==> config.mk <==
export PLATFORM = sky130hd
export DESIGN_NAME = clt_orient_unit
export DESIGN_NICKNAME = d
export VERILOG_FILES = /design/src/hdl/clt_pkg.sv /design/src/hdl/clt_orient_unit.sv
export SDC_FILE = /design/constraint.sdc
export NUM_CORES = 2
export LEC_CHECK = 0
export BUFFER_PORTS_ARGS = -buffer_cell sky130_fd_sc_hd__buf_2
export CORE_MARGIN = 2
export CORE_UTILIZATION = 25
export CTS_BUF_LIST = sky130_fd_sc_hd__clkbuf_16
export CTS_CLUSTER_DIAMETER = 120
export DETAILED_ROUTE_END_ITERATION = 10
export PLACE_DENSITY = 0.45
export SYNTH_ARGS = -nofsm -noshare
export SYNTH_HDL_FRONTEND = slang
export SYNTH_SLANG_ARGS = --single-unit
==> constraint.sdc <==
create_clock -name clk_i -period 18.5 [get_ports clk_i]
set_input_delay 2.775 -clock clk_i [delete_from_list [all_inputs] [get_ports clk_i]]
set_output_delay 2.775 -clock clk_i [all_outputs]
set_load 0.005 [all_outputs]
==> src/hdl/clt_pkg.sv <==
// ----------------------------------------------------------------------------
// clt_pkg
// Shared types, widths and codes of the checkpoint lap timer.
// ----------------------------------------------------------------------------
package clt_pkg;

  localparam int unsigned CLT_MAX_CP   = 16;
  localparam int unsigned COORD_W      = 32;
  localparam int unsigned DIFF_W       = COORD_W + 1;
  localparam int unsigned PROD_W       = 2 * DIFF_W;
  localparam int unsigned TIME_W       = 48;
  localparam int unsigned IDX_W        = 4;
  localparam int unsigned CNT_W        = 5;
  localparam int unsigned EV_W         = 3;
  localparam logic [CNT_W-1:0] CNT_RESET = CNT_W'(4);

  typedef enum logic {
    OP_POS   = 1'b0,
    OP_WRITE = 1'b1
  } clt_op_e;

  typedef enum logic [EV_W-1:0] {
    EV_NONE       = 3'd0,
    EV_LAP_START  = 3'd1,
    EV_SECTOR     = 3'd2,
    EV_LAP_DONE   = 3'd3,
    EV_IDLE_CROSS = 3'd4
  } clt_event_e;

  typedef enum logic [1:0] {
    ORI_COLLINEAR = 2'd0,
    ORI_CW        = 2'd1,
    ORI_CCW       = 2'd2
  } clt_ori_e;

  typedef enum logic [1:0] {
    ST_IDLE,
    ST_CALC,
    ST_WAIT,
    ST_FIN
  } clt_state_e;

  typedef struct packed {
    logic signed [COORD_W-1:0] slat;
    logic signed [COORD_W-1:0] slon;
    logic signed [COORD_W-1:0] elat;
    logic signed [COORD_W-1:0] elon;
  } clt_line_t;

  // control that travels with each operand pair into the product unit
  typedef struct packed {
    logic valid;
    logic second;
  } clt_mul_ctl_t;

endpackage

==> src/hdl/clt_orient_unit.sv <==
// ----------------------------------------------------------------------------
// clt_orient_unit
// Shared 33x33 signed multiplier and compare: two products per orientation.
// ----------------------------------------------------------------------------
module clt_orient_unit import clt_pkg::*; (
  input  logic                     clk_i,
  input  logic                     rst_ni,
  input  clt_mul_ctl_t             ctl_i,
  input  logic signed [DIFF_W-1:0] a_i,
  input  logic signed [DIFF_W-1:0] b_i,
  output logic                     ori_valid_o,
  output clt_ori_e                 ori_o
);

  clt_mul_ctl_t             ctl1_q, ctl2_q;
  logic signed [DIFF_W-1:0] a_q, b_q;
  logic signed [PROD_W-1:0] prod_d, prod_q, hold_q;

  assign prod_d = a_q * b_q;

  always_ff @(posedge clk_i or negedge rst_ni) begin
    if (!rst_ni) begin
      ctl1_q <= '0;
      ctl2_q <= '0;
    end else begin
      ctl1_q <= ctl_i;
      ctl2_q <= ctl1_q;
    end
  end

  always_ff @(posedge clk_i) begin
    a_q    <= a_i;
    b_q    <= b_i;
    prod_q <= prod_d;
    // first product of the pair waits for the second
    if (ctl2_q.valid && !ctl2_q.second) begin
      hold_q <= prod_q;
    end
  end

  always_comb begin
    ori_valid_o = ctl2_q.valid && ctl2_q.second;
    if (hold_q > prod_q) begin
      ori_o = ORI_CW;
    end else if (hold_q < prod_q) begin
      ori_o = ORI_CCW;
    end else begin
      ori_o = ORI_COLLINEAR;
    end
  end

endmodule

==> flow_metrics.py <==
metrics = {
    "floorplan": {
        "coreArea_sq_mm": 0.183,
        "die_y_um": 432,
        "row_count": 157,
        "die_w_um": 432,
        "initial_core_util": 0.251,
        "ios": 73,
        "die_area_sq_mm": 0.187,
    },
    "setup_path": {
        "end_kind": "register",
        "cp.arrival_ns": 9.82,
        "r2r-end": "prod_q[60]",
        "critPathRequiredTime_ns": 18.96,
        "cp_cell_sequence": "nand2_1 -> inv_1 -> fa_1 -> fa_1 -> fa_1 -> fa_1 -> inv_1 -> fa_1 -> inv_1 -> fa_1 -> fa_1 -> inv_1 -> fa_1 -> inv_1 -> ha_1 -> nand3_1 -> or3b_1 -> nor3_1 -> o211ai_2 -> a2111oi_4 -> or2_2 -> o311ai_1",
        "crit_path_start": "b_q[0]",
        "crit_type": "register to register",
        "worstRegToRegCells": 22,
        "path_max_fanout": 34,
        "crit-reg2reg-launch": "b_q[0]",
        "slowest_stage": "dfxtp_1",
        "worst-r2r-setup-slack_ns": 9.14,
        "crit_end": "prod_q[60]",
        "slowest_delay_ns": 1.05,
        "cp-start-kind": "register",
        "critical_path.most_common_cell": "fa_1",
    },
    "clock_tree": {
        "cts_tree": "done",
        "cts.clk_slew.worst_paths_ns": 0.06,
        "cts_buffer_depth": 3,
        "cts_root_buf": "clkbuf_16",
        "cts_max_level": 2,
        "postCtsHoldBufs": 0,
        "cts.repair.resized": 0,
        "post_cts_buffers": 0,
        "numCtsBuffers": 34,
        "cts.sinks": 202,
        "clk_latency_ns": 0.62,
    },
    "logic_synthesis": {
        "yosys-top-cells-count": "inv_1, fa_1, and2_1, nand2_1, ha_1",
        "syn_area_sq_mm": 0.0458,
        "synth.top_cell.area_share": 0.500,
        "synth.top_cells.by_area": "fa_1, inv_1, ha_1, and2_1, dfxtp_1",
        "synth_cell_types": 77,
        "synth_largest_area_cell": "fa_1",
        "synth_async_sr_flop_share": 0.0198,
        "synthCells": 4712,
        "synth_warnings": 0,
        "ys.flop_type": "dfxtp_1",
        "avgSynthCellArea_sq_um": 9.73,
        "seq_area_frac_synth": 0.103,
        "synth.net_count": 6210,
        "yosysMostFrequentCell": "inv_1",
        "synth-edff-count": 66,
        "ys_ff_latch": 202,
    },
    "place": {
        "dpl_cell_area_sq_mm": 0.0487,
        "gp_congestion": 0.824,
        "dp_hpwl_um": 101000,
        "port_buffers": 72,
    },
    "sta": {
        "rsz0062_at_grt": "false",
        "skew_ns": 0.0488,
        "slew_headroom": 0.258,
        "setup_tns_ns": 0,
        "fin_crit_sh": 0.506,
        "tightest_slew_ns": 1.11,
        "hold_ws_ns": 0.346,
        "clock.fmax_mhz": 107,
        "finalMaxSlewViolations": 0,
        "layout_min_cycle_time_ns": 9.36,
        "setup_viol": 0,
        "hold_violations": 0,
    },
    "min_path": {
        "min-delay-start": "ctl1_q[1]",
        "hold_path_class": "register to register",
    },
    "routing": {
        "route.detailed.drc": 0,
        "drt_wl_total_um": 123000,
        "via_per_inst": 4.26,
        "vias": 30100,
        "drt-initial-drc-count": 1253,
        "ant_nets": 0,
        "wire_per_inst_um": 17.4,
        "dr.pass1.iters": 5,
    },
    "flow_run": {
        "cap_violations": 0,
    },
    "grt": {
        "grt.total_usage": 0.140,
        "grt_antenna_before_repair": 5,
        "grt_overflow": 0,
        "grt_max_degree": 52,
        "grt_pass1_wl_um": 202000,
        "grt_pass1_vias": 34600,
    },
    "final_layout": {
        "fin_area_sq_mm": 0.0499,
        "drive_above_1_share": 0.0451,
        "fillers": 19700,
        "syn2layout_area_growth_pct": 8.78,
        "finalNetCount": 6149,
    },
    "outcome": {
        "status": "finished, final reports clean",
    },
}
## flip-flops by register name (all words and copies together), names as in the netlist
name    flops
ctl2_q      2
b_q        33
ctl1_q      2
a_q        33
hold_q     66
prod_q     66
## cell families (layout without fill, tap and decap cells)
logic type / Yosys count / after routing / synth area share
compound gates: 290 / 290 / 0.0446
xor+xnor: 70 / 70 / 0.0134
simple gates: 1302 / 1302 / 0.143
mux: 3 / 3 / 0.000655
fa+ha+maj: 1428 / 1428 / 0.577
other cells: 0 / 3 / 0
buf+inv: 1417 / 1381 / 0.118
flops: 202 / 202 / 0.103
## layout make-up
type	instances	area, sq um	area share
multi-input combinational	3093	35700	0.716
sequential	202	4740	0.0951
inverter	1195	4490	0.0900
tap	2385	2980	0.0599
clock buffer	36	901	0.0181
timing repair buffer	125	758	0.0152
clock inverter	25	280	0.00562
antenna	3	7.51	0.000151
## per-stage QoR
| stage | util | worst slack, ns | instances |
|---|---|---|---|
| floorplan | - | 10.60 | 4712 |
| global placement | 0.266 | 9.28 | 7000 |
| detailed placement | 0.266 | 9.08 | 7000 |
| CTS | 0.273 | 8.99 | 7061 |
| global route | 0.273 | 8.45 | 7061 |
| finish | 0.273 | 9.14 | 7064 |
## worst max-delay path, delay by kind of cell (launching register included)
family	cells	cell delay (ns)
AOI/OAI and AO/OA	3	0.77
and+or+nand+nor	5	1.28
buffers and inverters	5	0.89
adders and majority gates	9	5.16
DFF	1	1.05
## cells in the final DEF, fill, tap and decap left out, drive strengths merged, types with 5 or more instances in the layout
cell type  Yosys  routed
inv         1194    1209
fa          1145    1145
and2         555     555
nand2        551     551
ha           283     283
dfxtp        132     132
buf            7     125
a21o          80      80
nor2          79      79
a21oi         75      75
edfxtp        66      66
xnor2         48      48
clkbuf       213      36
o21ai         35      35
nand3         28      28
xor2          22      22
nand4         21      21
nor3          15      15
a31oi         15      15
and3          14      14
a211oi        13      13
o211ai        12      12
nand2b        11      11
o21bai        10      10
a211o         10      10
nor2b          9       9
clkinv         1       6
o31ai          5       5
## layer usage
layer  vias to the layer above  track usage  wire (um)
met4                         0       0.0287       2440
met1                     16000        0.178      53400
li1                      13600            -          -
met5                         -            0          0
met2                       388        0.254      63400
met3                       120       0.0136       3550
## worst min-delay path by stage
stage	end	cells past startpoint	slack [ns]
2_1_floorplan	ctl2_q[0]	0	0.33
5_1_grt	ctl2_q[1]	0	0.36
3_5_place_dp	ctl2_q[1]	0	0.33
6_report	ctl2_q[1]	0	0.35
3_3_place_gp	ctl2_q[0]	0	0.33
4_1_cts	ctl2_q[1]	0	0.35
Power is left out: the tool's default activity adds up to more than one toggle a clock period on the data nets, which glitch-free logic cannot reach.
